File: config.mk
export PLATFORM = sky130hd
export DESIGN_NAME = request_queue_match_extract
export DESIGN_NICKNAME = d
export VERILOG_FILES = /design/src/hw/rtl/rqme_pkg.sv /design/src/hw/rtl/rqme_fifo.sv /design/src/hw/rtl/rqme_front.sv /design/src/hw/rtl/rqme_back.sv /design/src/hw/rtl/request_queue_match_extract.sv
export SDC_FILE = /design/constraint.sdc
export NUM_CORES = 2
export LEC_CHECK = 0
export ABC_AREA = 0
export BUFFER_PORTS_ARGS = -buffer_cell sky130_fd_sc_hd__buf_2
export CAP_MARGIN = 20
export CORE_MARGIN = 4
export CORE_UTILIZATION = 62
export DETAILED_ROUTE_END_ITERATION = 16
export PLACE_DENSITY_LB_ADDON = 0.2
export SLEW_MARGIN = 5
export SYNTH_ARGS = -nofsm -noshare
export SYNTH_HDL_FRONTEND = slang
export SYNTH_SLANG_ARGS = --single-unit
export TNS_END_PERCENT = 100
File: constraint.sdc
create_clock -name clk -period 14.2 [get_ports clk]
set_clock_uncertainty 0.15 [all_clocks]
set_input_delay 3.55 -clock clk [delete_from_list [all_inputs] [get_ports clk]]
set_output_delay 3.55 -clock clk [all_outputs]
set_load 0.005 [all_outputs]
File: src/hw/rtl/rqme_pkg.sv
// Package for the request queue: payload words, command word, status codes
// and sequencer states. Used by every file of the block but rqme_fifo; no dependencies.
package rqme_pkg;

	localparam int QUEUE_DEPTH_DEF   = 16;
	localparam int MAX_RESOURCES_DEF = 4;
	localparam int RES_N             = 4;
	localparam int VAL_W             = 16;
	localparam int QTY_W             = 3;
	localparam int OCC_W             = 5;

	localparam logic [1:0] FN_PUSH    = 2'd0;
	localparam logic [1:0] FN_POP     = 2'd1;
	localparam logic [1:0] FN_EXTRACT = 2'd2;

	typedef enum logic [1:0] {
		OP_PUSH,
		OP_POP,
		OP_EXTRACT,
		OP_NOP
	} op_e;

	typedef enum logic [1:0] {
		ST_DONE = 2'd0,
		ST_MISS = 2'd1,
		ST_FULL = 2'd2,
		ST_QTY  = 2'd3
	} status_e;

	typedef enum logic [1:0] {
		B_IDLE,
		B_SCAN,
		B_SHIFT
	} back_e;

	typedef struct packed {
		logic [1:0]       func;
		logic [VAL_W-1:0] train_id;
		logic [VAL_W-1:0] reply_tag;
		logic [QTY_W-1:0] quantity;
		logic [VAL_W-1:0] res_0;
		logic [VAL_W-1:0] res_1;
		logic [VAL_W-1:0] res_2;
		logic [VAL_W-1:0] res_3;
		logic [VAL_W-1:0] key;
	} in_t;

	typedef struct packed {
		status_e          status;
		logic [VAL_W-1:0] out_train_id;
		logic [VAL_W-1:0] out_reply_tag;
		logic [QTY_W-1:0] out_quantity;
		logic [VAL_W-1:0] out_res_0;
		logic [VAL_W-1:0] out_res_1;
		logic [VAL_W-1:0] out_res_2;
		logic [VAL_W-1:0] out_res_3;
		logic [OCC_W-1:0] occupancy;
	} out_t;

	typedef struct packed {
		logic [VAL_W-1:0]            train;
		logic [VAL_W-1:0]            tag;
		logic [QTY_W-1:0]            count;
		logic [RES_N-1:0][VAL_W-1:0] res;
	} ent_t;

	typedef struct packed {
		op_e              op;
		logic             qty_err;
		ent_t             ent;
		logic [VAL_W-1:0] key;
	} cmd_t;

	typedef struct packed {
		logic take;
	} cmd_hs_t;

endpackage

File: src/hw/rtl/rqme_fifo.sv
// Two-word queue of W-bit words with push/full and pop/empty sides.
// Used for the command queue and the result queue; no dependencies.
module rqme_fifo #(
	parameter int W = 8
) (
	input  logic         clk,
	input  logic         arst_n,
	input  logic         wr,
	input  logic [W-1:0] wdata,
	output logic         full,
	input  logic         rd,
	output logic [W-1:0] rdata,
	output logic         empty
);
	logic [W-1:0] slot_q [2];
	logic         wp_q;
	logic         rp_q;
	logic [1:0]   cnt_q;
	logic         do_wr;
	logic         do_rd;

	assign full  = (cnt_q == 2'd2);
	assign empty = (cnt_q == 2'd0);
	assign rdata = slot_q[rp_q];
	assign do_wr = wr && !full;
	assign do_rd = rd && !empty;

	always_ff @(posedge clk or negedge arst_n) begin
		if (!arst_n) begin
			cnt_q <= 2'd0;
			wp_q  <= 1'b0;
			rp_q  <= 1'b0;
		end else begin
			cnt_q <= cnt_q + {1'b0, do_wr} - {1'b0, do_rd};
			if (do_wr) begin
				wp_q <= !wp_q;
			end
			if (do_rd) begin
				rp_q <= !rp_q;
			end
		end
	end

	always_ff @(posedge clk) begin
		if (do_wr) begin
			slot_q[wp_q] <= wdata;
		end
	end

endmodule

File: src/hw/rtl/rqme_front.sv
// Front end: accepts input words, decodes the operation, checks the count
// and masks unused resources, then queues the command. Uses rqme_pkg, rqme_fifo.
module rqme_front #(
	parameter int MAX_RESOURCES = rqme_pkg::MAX_RESOURCES_DEF
) (
	input  logic                clk,
	input  logic                arst_n,
	input  logic                push,
	output logic                full,
	input  rqme_pkg::in_t       item,
	input  rqme_pkg::cmd_hs_t   hs_in,
	output logic                cmd_vld,
	output rqme_pkg::cmd_t      cmd
);
	import rqme_pkg::*;

	cmd_t                        dec;
	logic                        cq_empty;
	logic [RES_N-1:0][VAL_W-1:0] raw;

	assign raw = {item.res_3, item.res_2, item.res_1, item.res_0};

	always_comb begin
		dec = '0;
		unique case (item.func)
			FN_PUSH:    dec.op = OP_PUSH;
			FN_POP:     dec.op = OP_POP;
			FN_EXTRACT: dec.op = OP_EXTRACT;
			default:    dec.op = OP_NOP;
		endcase
		dec.qty_err   = (32'(item.quantity) > MAX_RESOURCES);
		dec.ent.train = item.train_id;
		dec.ent.tag   = item.reply_tag;
		dec.ent.count = item.quantity;
		for (int i = 0; i < RES_N; i++) begin
			dec.ent.res[i] = (32'(item.quantity) > i) ? raw[i] : '0;
		end
		dec.key = item.key;
	end

	rqme_fifo #(.W($bits(cmd_t))) u_cmdq (
		.clk   (clk),
		.arst_n(arst_n),
		.wr    (push),
		.wdata (dec),
		.full  (full),
		.rd    (hs_in.take),
		.rdata (cmd),
		.empty (cq_empty)
	);

	assign cmd_vld = !cq_empty;

endmodule

File: src/hw/rtl/rqme_back.sv
// Back end: holds the request memory and fill level, and runs push, pop and
// extract (scan one entry a cycle, then compact). Uses rqme_pkg.
module rqme_back #(
	parameter int QUEUE_DEPTH = rqme_pkg::QUEUE_DEPTH_DEF
) (
	input  logic              clk,
	input  logic              arst_n,
	input  logic              cmd_vld,
	input  rqme_pkg::cmd_t    cmd,
	output rqme_pkg::cmd_hs_t hs_out,
	input  logic              res_full,
	output logic              res_push,
	output rqme_pkg::out_t    res_data
);
	import rqme_pkg::*;

	localparam int AW = (QUEUE_DEPTH > 1) ? $clog2(QUEUE_DEPTH) : 1;
	localparam int CW = $clog2(QUEUE_DEPTH + 1);

	ent_t             mem [QUEUE_DEPTH];
	ent_t             mem_rd_q;
	ent_t             hit_q, hit_d;
	back_e            state_q, state_d;
	logic [CW-1:0]    fill_q, fill_d;
	logic [CW-1:0]    rd_idx_q, rd_idx_d;
	logic [CW-1:0]    chk_idx_q, chk_idx_d;
	logic             chk_vld_q, chk_vld_d;
	logic [CW-1:0]    sh_rd_q, sh_rd_d;
	logic [AW-1:0]    sh_wr_q, sh_wr_d;
	logic             sh_vld_q, sh_vld_d;
	logic             is_pop_q, is_pop_d;
	logic [VAL_W-1:0] key_q, key_d;
	logic             rd_en;
	logic [AW-1:0]    rd_addr;
	logic             wr_en;
	logic [AW-1:0]    wr_addr;
	ent_t             wr_data;
	logic             match;

	assign match = chk_vld_q && (is_pop_q ||
		(mem_rd_q.count == QTY_W'(1) && mem_rd_q.res[0] == key_q));

	always_comb begin
		state_d     = state_q;
		fill_d      = fill_q;
		rd_idx_d    = rd_idx_q;
		chk_idx_d   = chk_idx_q;
		chk_vld_d   = chk_vld_q;
		sh_rd_d     = sh_rd_q;
		sh_wr_d     = sh_wr_q;
		sh_vld_d    = sh_vld_q;
		is_pop_d    = is_pop_q;
		key_d       = key_q;
		hit_d       = hit_q;
		hs_out.take = 1'b0;
		rd_en       = 1'b0;
		rd_addr     = '0;
		wr_en       = 1'b0;
		wr_addr     = '0;
		wr_data     = cmd.ent;
		res_push    = 1'b0;
		res_data    = '0;
		res_data.status    = ST_MISS;
		res_data.occupancy = OCC_W'(fill_q);
		unique case (state_q)
			B_IDLE: begin
				if (cmd_vld && !res_full) begin
					hs_out.take = 1'b1;
					unique case (cmd.op)
						OP_PUSH: begin
							res_push = 1'b1;
							if (cmd.qty_err) begin
								res_data.status = ST_QTY;
							end else if (fill_q == CW'(QUEUE_DEPTH)) begin
								res_data.status = ST_FULL;
							end else begin
								wr_en   = 1'b1;
								wr_addr = fill_q[AW-1:0];
								fill_d  = fill_q + CW'(1);
								res_data.status    = ST_DONE;
								res_data.occupancy = OCC_W'(fill_q + CW'(1));
							end
						end
						OP_POP, OP_EXTRACT: begin
							if (fill_q == '0) begin
								res_push = 1'b1;
							end else begin
								state_d   = B_SCAN;
								rd_idx_d  = '0;
								chk_vld_d = 1'b0;
								is_pop_d  = (cmd.op == OP_POP);
								key_d     = cmd.key;
							end
						end
						default: begin
							res_push = 1'b1;
						end
					endcase
				end
			end
			B_SCAN: begin
				if (match) begin
					hit_d    = mem_rd_q;
					sh_rd_d  = chk_idx_q + CW'(1);
					sh_vld_d = 1'b0;
					state_d  = B_SHIFT;
				end else if (chk_vld_q && chk_idx_q == fill_q - CW'(1)) begin
					res_push = 1'b1;
					state_d  = B_IDLE;
				end else if (rd_idx_q < fill_q) begin
					rd_en     = 1'b1;
					rd_addr   = rd_idx_q[AW-1:0];
					chk_vld_d = 1'b1;
					chk_idx_d = rd_idx_q;
					rd_idx_d  = rd_idx_q + CW'(1);
				end else begin
					chk_vld_d = 1'b0;
				end
			end
			B_SHIFT: begin
				if (sh_vld_q) begin
					wr_en   = 1'b1;
					wr_addr = sh_wr_q;
					wr_data = mem_rd_q;
				end
				if (sh_rd_q < fill_q) begin
					rd_en    = 1'b1;
					rd_addr  = sh_rd_q[AW-1:0];
					sh_vld_d = 1'b1;
					sh_wr_d  = sh_rd_q[AW-1:0] - AW'(1);
					sh_rd_d  = sh_rd_q + CW'(1);
				end else begin
					sh_vld_d = 1'b0;
					fill_d   = fill_q - CW'(1);
					state_d  = B_IDLE;
					res_push = 1'b1;
					res_data.status        = ST_DONE;
					res_data.out_train_id  = hit_q.train;
					res_data.out_reply_tag = hit_q.tag;
					res_data.out_quantity  = hit_q.count;
					res_data.out_res_0     = hit_q.res[0];
					res_data.out_res_1     = hit_q.res[1];
					res_data.out_res_2     = hit_q.res[2];
					res_data.out_res_3     = hit_q.res[3];
					res_data.occupancy     = OCC_W'(fill_q - CW'(1));
				end
			end
			default: begin
				state_d = B_IDLE;
			end
		endcase
	end

	always_ff @(posedge clk or negedge arst_n) begin
		if (!arst_n) begin
			state_q   <= B_IDLE;
			fill_q    <= '0;
			chk_vld_q <= 1'b0;
			sh_vld_q  <= 1'b0;
		end else begin
			state_q   <= state_d;
			fill_q    <= fill_d;
			chk_vld_q <= chk_vld_d;
			sh_vld_q  <= sh_vld_d;
		end
	end

	always_ff @(posedge clk) begin
		rd_idx_q  <= rd_idx_d;
		chk_idx_q <= chk_idx_d;
		sh_rd_q   <= sh_rd_d;
		sh_wr_q   <= sh_wr_d;
		is_pop_q  <= is_pop_d;
		key_q     <= key_d;
		hit_q     <= hit_d;
	end

	always_ff @(posedge clk) begin
		if (wr_en) begin
			mem[wr_addr] <= wr_data;
		end
		if (rd_en) begin
			mem_rd_q <= mem[rd_addr];
		end
	end

endmodule

File: src/hw/rtl/request_queue_match_extract.sv
// Top level of the request queue: front decode, command queue, back-end
// sequencer with request memory, result queue. Uses rqme_pkg, rqme_front,
// rqme_back, rqme_fifo.
//
// Ordered queue of up to QUEUE_DEPTH requests. Each input word is a push,
// a pop of the head or an extract of the oldest request with count one whose
// first resource equals key; every word yields exactly one result word.
// Input words are taken into a two-word command queue, results leave through
// a two-word result queue, so either side may stall. The back end handles one
// command at a time through a request memory with one read and one write port:
// push and the refused or empty cases are answered from the idle state; pop and
// extract scan one entry per cycle and then move each later entry down one place
// per cycle. No clearing pass is needed after reset.
module request_queue_match_extract #(
	parameter int QUEUE_DEPTH   = rqme_pkg::QUEUE_DEPTH_DEF,
	parameter int MAX_RESOURCES = rqme_pkg::MAX_RESOURCES_DEF
) (
	input  logic           clk,
	input  logic           arst_n,
	input  logic           push,
	output logic           full,
	input  rqme_pkg::in_t  item,
	input  logic           pop,
	output logic           empty,
	output rqme_pkg::out_t result
);
	import rqme_pkg::*;

	cmd_t    cmd;
	logic    cmd_vld;
	cmd_hs_t hs;
	logic    res_full;
	logic    res_push;
	out_t    res_data;

	rqme_front #(.MAX_RESOURCES(MAX_RESOURCES)) u_front (
		.clk    (clk),
		.arst_n (arst_n),
		.push   (push),
		.full   (full),
		.item   (item),
		.hs_in  (hs),
		.cmd_vld(cmd_vld),
		.cmd    (cmd)
	);

	rqme_back #(.QUEUE_DEPTH(QUEUE_DEPTH)) u_back (
		.clk     (clk),
		.arst_n  (arst_n),
		.cmd_vld (cmd_vld),
		.cmd     (cmd),
		.hs_out  (hs),
		.res_full(res_full),
		.res_push(res_push),
		.res_data(res_data)
	);

	rqme_fifo #(.W($bits(out_t))) u_resq (
		.clk   (clk),
		.arst_n(arst_n),
		.wr    (res_push),
		.wdata (res_data),
		.full  (res_full),
		.rd    (pop),
		.rdata (result),
		.empty (empty)
	);

endmodule

# == Word level (Yosys, flattened, before mapping) ==
# Memories as Yosys holds them, arrays and structs flattened. A register that Yosys moved wholly into a read port is not among the register bits.
# Cells that the tools add are included.
# totals
memories,3
in_bits,121
output_inout_bits,108
mem_bits_rw,2032
register_bits,152
elab_cells,188
# mem_list
memory,words,word_bits,rd,rd_ports_with_merged_regs,wr,line,text
u_back.mem,16,99,1,1,1,rqme_back.sv:20,ent_t mem [QUEUE_DEPTH];
u_front.u_cmdq.slot_q,2,118,1,0,1,rqme_fifo.sv:15,logic [W-1:0] slot_q [2];
u_resq.slot_q,2,106,1,0,1,rqme_fifo.sv:15,
# classes
bitwise,3
eq_ne,22
magnitude_cmp,7
reduce_logical,37
add_sub_neg,10
muxes,83
# op_table
operator,n
2-to-1 mux 99 bit,3
2-to-1 mux 105 bit,1
2-to-1 mux 5 bit,13
2-to-1 mux 16 bit,4
one-hot mux 5 bit (2 select lines),4
2-to-1 mux 4 bit,9
2-to-1 mux 1 bit,29
"adder 5 x 1 -> 5 bit, second input constant",4
2-to-1 mux 2 bit,10
== test 16 bit,1
one-hot mux 4 bit (2 select lines),2
one-hot mux 2 bit (3 select lines),2
"== test 2 bit, second input constant",5
logical NOT 2 bit,5
less-than comparator 5 bit,2
"!= test 2 bit, second input constant",5
logical AND 1 bit,8
logical NOT 1 bit,8
"!= test 2 x 1 -> 1 bit, second input constant",4
one-hot mux 1 bit (2 select lines),4
AND reduction 2 bit,4
AND reduction 4 bit,2
AND reduction 7 bit,1
"== test 2 x 1 -> 1 bit, second input constant",3
21 further kinds,29

# == Logic depth before layout (Yosys ltp) ==
# logic_depth
depth_word,9
ltp_mapped,16
ltp_nobuf,11

# == Modules after synthesis ==
# From an unflattened synthesis, not the netlist that was laid out.
# unflattened
cells_unflattened,5608
hier_area_um2,90782.1
# modules_own_cells
module,cells_per_inst,instances,seq_area_each_um2,area_per_inst_um2
rqme_back,4799,1,54817.6,73546.8
rqme_fifo (u_front.u_cmdq),385,1,7186.9,8755.9
rqme_fifo (u_resq),348,1,6466.2,7961.4
rqme_front,76,1,0.0,518.0

# == Worst setup path after synthesis ==
# Ideal clock, no wire load.
# synth_timing
path_kind,register -> register
start,register u_back.state_q[0]
end,"register, netlist name u_back.mem_rd_q[0]"
path_slack_ps,3920
period_less_slack_ps,10280
required_ps,13342
setup_time_ps,708
path_stages_with_launch,9
arrival_time_ps,9423
path_buffers,5
cell_sequence,dfrtp_1 > inv_1 > ha_1 > clkbuf_1 > clkbuf_1 > clkbuf_1 > clkbuf_1 > buf_1 > a21boi_0
# synth_via
elab_chain_len,2
word_cells_on_any_way,4
classes_between,2 x eq/ne; 2 x mux
# synth_lines
element,line,text
start: declaration,rqme_back.sv:23,"back_e state_q, state_d;"
start signal: assignment,rqme_back.sv:161,state_q <= state_d;
== test 2 bit / == test 2 x 1 -> 1 bit (equally long branches),rqme_back.sv:65,unique case (state_q)
one-hot mux 1 bit (2 select lines) (*),rqme_back.sv:65,
net u_back.rd_en,rqme_back.sv:33,logic rd_en;
# The timed path passes the listed nets; every way through them passes the cells marked *.
# A chain may end at the register's enable or synchronous reset.

# == Worst setup path after layout ==
# layout_timing
start,register u_back.state_q[0]
end,"register, netlist name u_back.mem_rd_q[68]"
# layout_via
elab_chain_len,2
word_cells_on_any_way,4
classes_between,2 x eq/ne; 2 x mux
# layout_lines
element,line
== test 2 bit / == test 2 x 1 -> 1 bit (equally long branches),rqme_back.sv:65
one-hot mux 4 bit (2 select lines) / one-hot mux 1 bit (2 select lines) (equally long branches),rqme_back.sv:65
# Several ways; a longest one is shown, not always the timed one.

==> impl_metrics.ini <==
[cells_and_area]
fin_nets = 6266
drive_above_1_share_pct = 14.3
area_delta_synth_final_pct = 11.0

[synthesis]
synth_top_area_share_pct = 73.7
syn_inst = 5918
synthFlopType = edfxtp_1
netlist_area_um2 = 92400
ys_seq_area_share_pct = 74.1
synth.distinct_cells = 66
synth_most_common_cell = edfxtp_1
synth_seq_cells = 2283
synth_top_area_cell = edfxtp_1
ys.warnings.count = 0
synthArstFlopShare_pct = 0.745
synth.net_count = 6064
synthTopCellsByCount = edfxtp_1, o211ai_1, clkbuf_1, inv_1, mux2i_1
synth_edf_count = 2266
synth.avg_cell_area_um2 = 15.6
synth_area_leaders = edfxtp_1, mux2i_1, o211ai_1

[route]
wire_per_inst_um = 29.9
vias_per_cell = 6.76
ant_nets = 0
drc = 0
routed_wl_um = 246000
drtIter0Drc = 7111
num_vias = 55629
first_pass_iters = 8

[die]
dieArea_um2 = 155000
die_h_um = 394
initial_core_util_pct = 62.5
io_pins = 229
fp.dieW_um = 394
core_um2 = 148000
row_count = 141

[critical_path]
worstSetupEndpoint = u_back.mem_rd_q[68]$_DFFE_PP_
startpoint = u_back.state_q[0]$_DFFE_PN0P_
critPathLaunchType = register
r2r_start = u_back.state_q[0]$_DFFE_PN0P_
worstPathArrival_ns = 8.02
r2r_slack_ns = 6.73
worstRegToRegCells = 12
required_ns = 14.74
cp_max_fo = 160
worst_r2r_endpoint = u_back.mem_rd_q[68]$_DFFE_PP_
worstSetupPathType = register to register
cp-end-kind = register

[sta]
hold_viol = 0
finalMaxSlewViolations = 0
setup_viol_count_final = 0
worst_pin_slew_ns = 1.19
min_period_ns = 7.47
setup_ws_ns = 6.73
fin_tns_setup_ns = 0
max-slew-margin-rel_pct = 20.7
fmax_mhz = 134
rsz0062_at_grt = no
finalCritPeriodShare_pct = 52.6

[cts]
cts_max_path_buffers = 3
clk_latency_ns = 0.85
post_cts_buffers = 0
cts_tree = done
clk_pin_slew_worst_paths_ns = 0.06
cts.root.buffer_cell = clkbuf_16
cts_resized = 0
cts_hold_buf = 0
htree_levels = 4
numClockSinks = 2283
cts_buffers = 219

[placement]
post-place-ws_ns = 6.98
port_buffers = 228
place_congestion = 0.848
dp_hpwl_um = 125000

[grt]
grt_max_degree = 161
grt_pass1_vias = 55126
grtUsageTotal_pct = 31.2
antenna_found_initial = 12
grt-ovfl-total = 0
grt_pass1_wl_um = 360000

[power]
p_per_area_nw_per_um2 = 194
p_total_mw = 19.9
p_leak_nw = 33.5
peakVddDrop_mv = 0.211

[run_status]
status = complete, no violations

[hold_path]
min_path_type = register to register
holdPathStages = 0

[run]
drv_cap = 0
[through the flow]
step	cell area [µm²]	cells	util, %	hold slack, ns
2_1_floorplan	92400	5918	-	0.276
3_5_place_dp	95900	7826	64.9	0.286
3_3_place_gp	95900	7824	64.9	0.282
6_report	103000	8226	69.3	0.300
4_1_cts	102000	8219	69.3	0.300
5_1_grt	103000	8222	69.3	0.318
[cells by family after synthesis]
| group | Yosys count | share of synthesized area [%] |
|---|---|---|
| adder cells (fa/ha/maj) | 25 | 0.339 |
| XOR/XNOR | 43 | 0.408 |
| flip-flops | 2283 | 74.1 |
| AND/OR/NAND/NOR | 1186 | 6.89 |
| multiplexers | 434 | 4.87 |
| buffers and inverters | 775 | 3.42 |
| AO/OA/AOI/OAI | 1172 | 9.93 |
[report_power, final]
part           total, mW  switching [mW]  internal, mW
clock network       5.42            2.43          2.99
registers           9.27           0.306          8.96
logic               5.20            3.63          1.57
[worst max-delay path: stages (launching register included)]
cell	delay, ns
dfrtp_1	0.42
inv_1	0.19
ha_4	0.57
buf_4	0.78
o2111ai_1	0.41
a21oi_4	0.25
buf_12	0.60
o21a_4	0.89
buf_12	0.70
buf_4	0.98
a221oi_1	0.27
a2111o_1	0.45
o211ai_1	0.17
[state kept, by name (all words and copies together) (netlist names), 16 cells and up]
| signal | count |
|---|---|
| u_back.mem_rd_q | 99 |
| u_resq.slot_q | 212 |
| u_back.hit_q | 99 |
| u_back.key_q | 16 |
| u_front.u_cmdq.slot_q | 236 |
| u_back.mem | 1584 |
[routing by layer]
layer	vias to the layer above	GRT usage [%]	part of all wire, %
met5	-	0	0.031
met2	3708	49.4	47
met3	632	7.07	12
met1	27768	42.8	38
met4	12	11.9	3.9
li1	23509	-	-
[cell usage in the layout (no fill, tap or decap), types with 5 or more instances in the layout]
| cell | Yosys | routed |
|---|---|---|
| edfxtp_1 | 2266 | 2266 |
| o211ai_1 | 392 | 392 |
| inv_1 | 317 | 317 |
| mux2i_1 | 310 | 310 |
| buf_2 | 85 | 229 |
| clkbuf_16 | 0 | 221 |
| and2_1 | 222 | 219 |
| nor2_1 | 231 | 211 |
| nor3_1 | 204 | 203 |
| buf_4 | 7 | 202 |
| a31oi_1 | 201 | 201 |
| a221oi_1 | 198 | 198 |
| nand2_1 | 135 | 133 |
| mux2_2 | 124 | 124 |
| o21ai_0 | 113 | 110 |
| nand2b_1 | 110 | 109 |
| and3_1 | 103 | 101 |
| a2111o_1 | 99 | 99 |
| nor3b_1 | 94 | 94 |
| o32a_1 | 93 | 93 |
| clkinv_1 | 1 | 66 |
| clkbuf_1 | 336 | 53 |
| nor2b_1 | 53 | 52 |
| xnor2_1 | 28 | 28 |
| clkinv_2 | 0 | 27 |
| ha_1 | 25 | 23 |
| nor2_4 | 0 | 19 |
| a21oi_1 | 17 | 15 |
| xor2_1 | 15 | 15 |
| dfrtp_1 | 17 | 15 |
| nand3_1 | 12 | 12 |
| o211ai_2 | 12 | 11 |
| bufinv_16 | 0 | 8 |
| nand4_1 | 7 | 7 |
| o22a_1 | 6 | 6 |
| inv_6 | 0 | 6 |
| buf_12 | 0 | 6 |
| clkinvlp_4 | 0 | 5 |
[how the worst min path moves through the flow]
stage                                       to                           from
detailed placement  u_back.hit_q[27]$_DFFE_PP_  u_back.mem_rd_q[27]$_DFFE_PP_
floorplan           u_back.hit_q[16]$_DFFE_PP_  u_back.mem_rd_q[16]$_DFFE_PP_
CTS                 u_back.hit_q[16]$_DFFE_PP_  u_back.mem_rd_q[16]$_DFFE_PP_
global placement    u_back.hit_q[27]$_DFFE_PP_  u_back.mem_rd_q[27]$_DFFE_PP_
global route        u_back.hit_q[92]$_DFFE_PP_  u_back.mem_rd_q[92]$_DFFE_PP_
finish              u_back.hit_q[27]$_DFFE_PP_  u_back.mem_rd_q[27]$_DFFE_PP_
[cell type report]
class | count | area [µm²]
antenna | 4 | 10.0
clock buffer | 274 | 5730
clock inverter | 119 | 860
fill | 9485 | 45300
inverter | 319 | 1200
multi-input combinational | 2860 | 21100
sequential | 2283 | 68500
tap | 1930 | 2410
timing repair buffer | 437 | 2780
(Power assumes the default switching activity.)
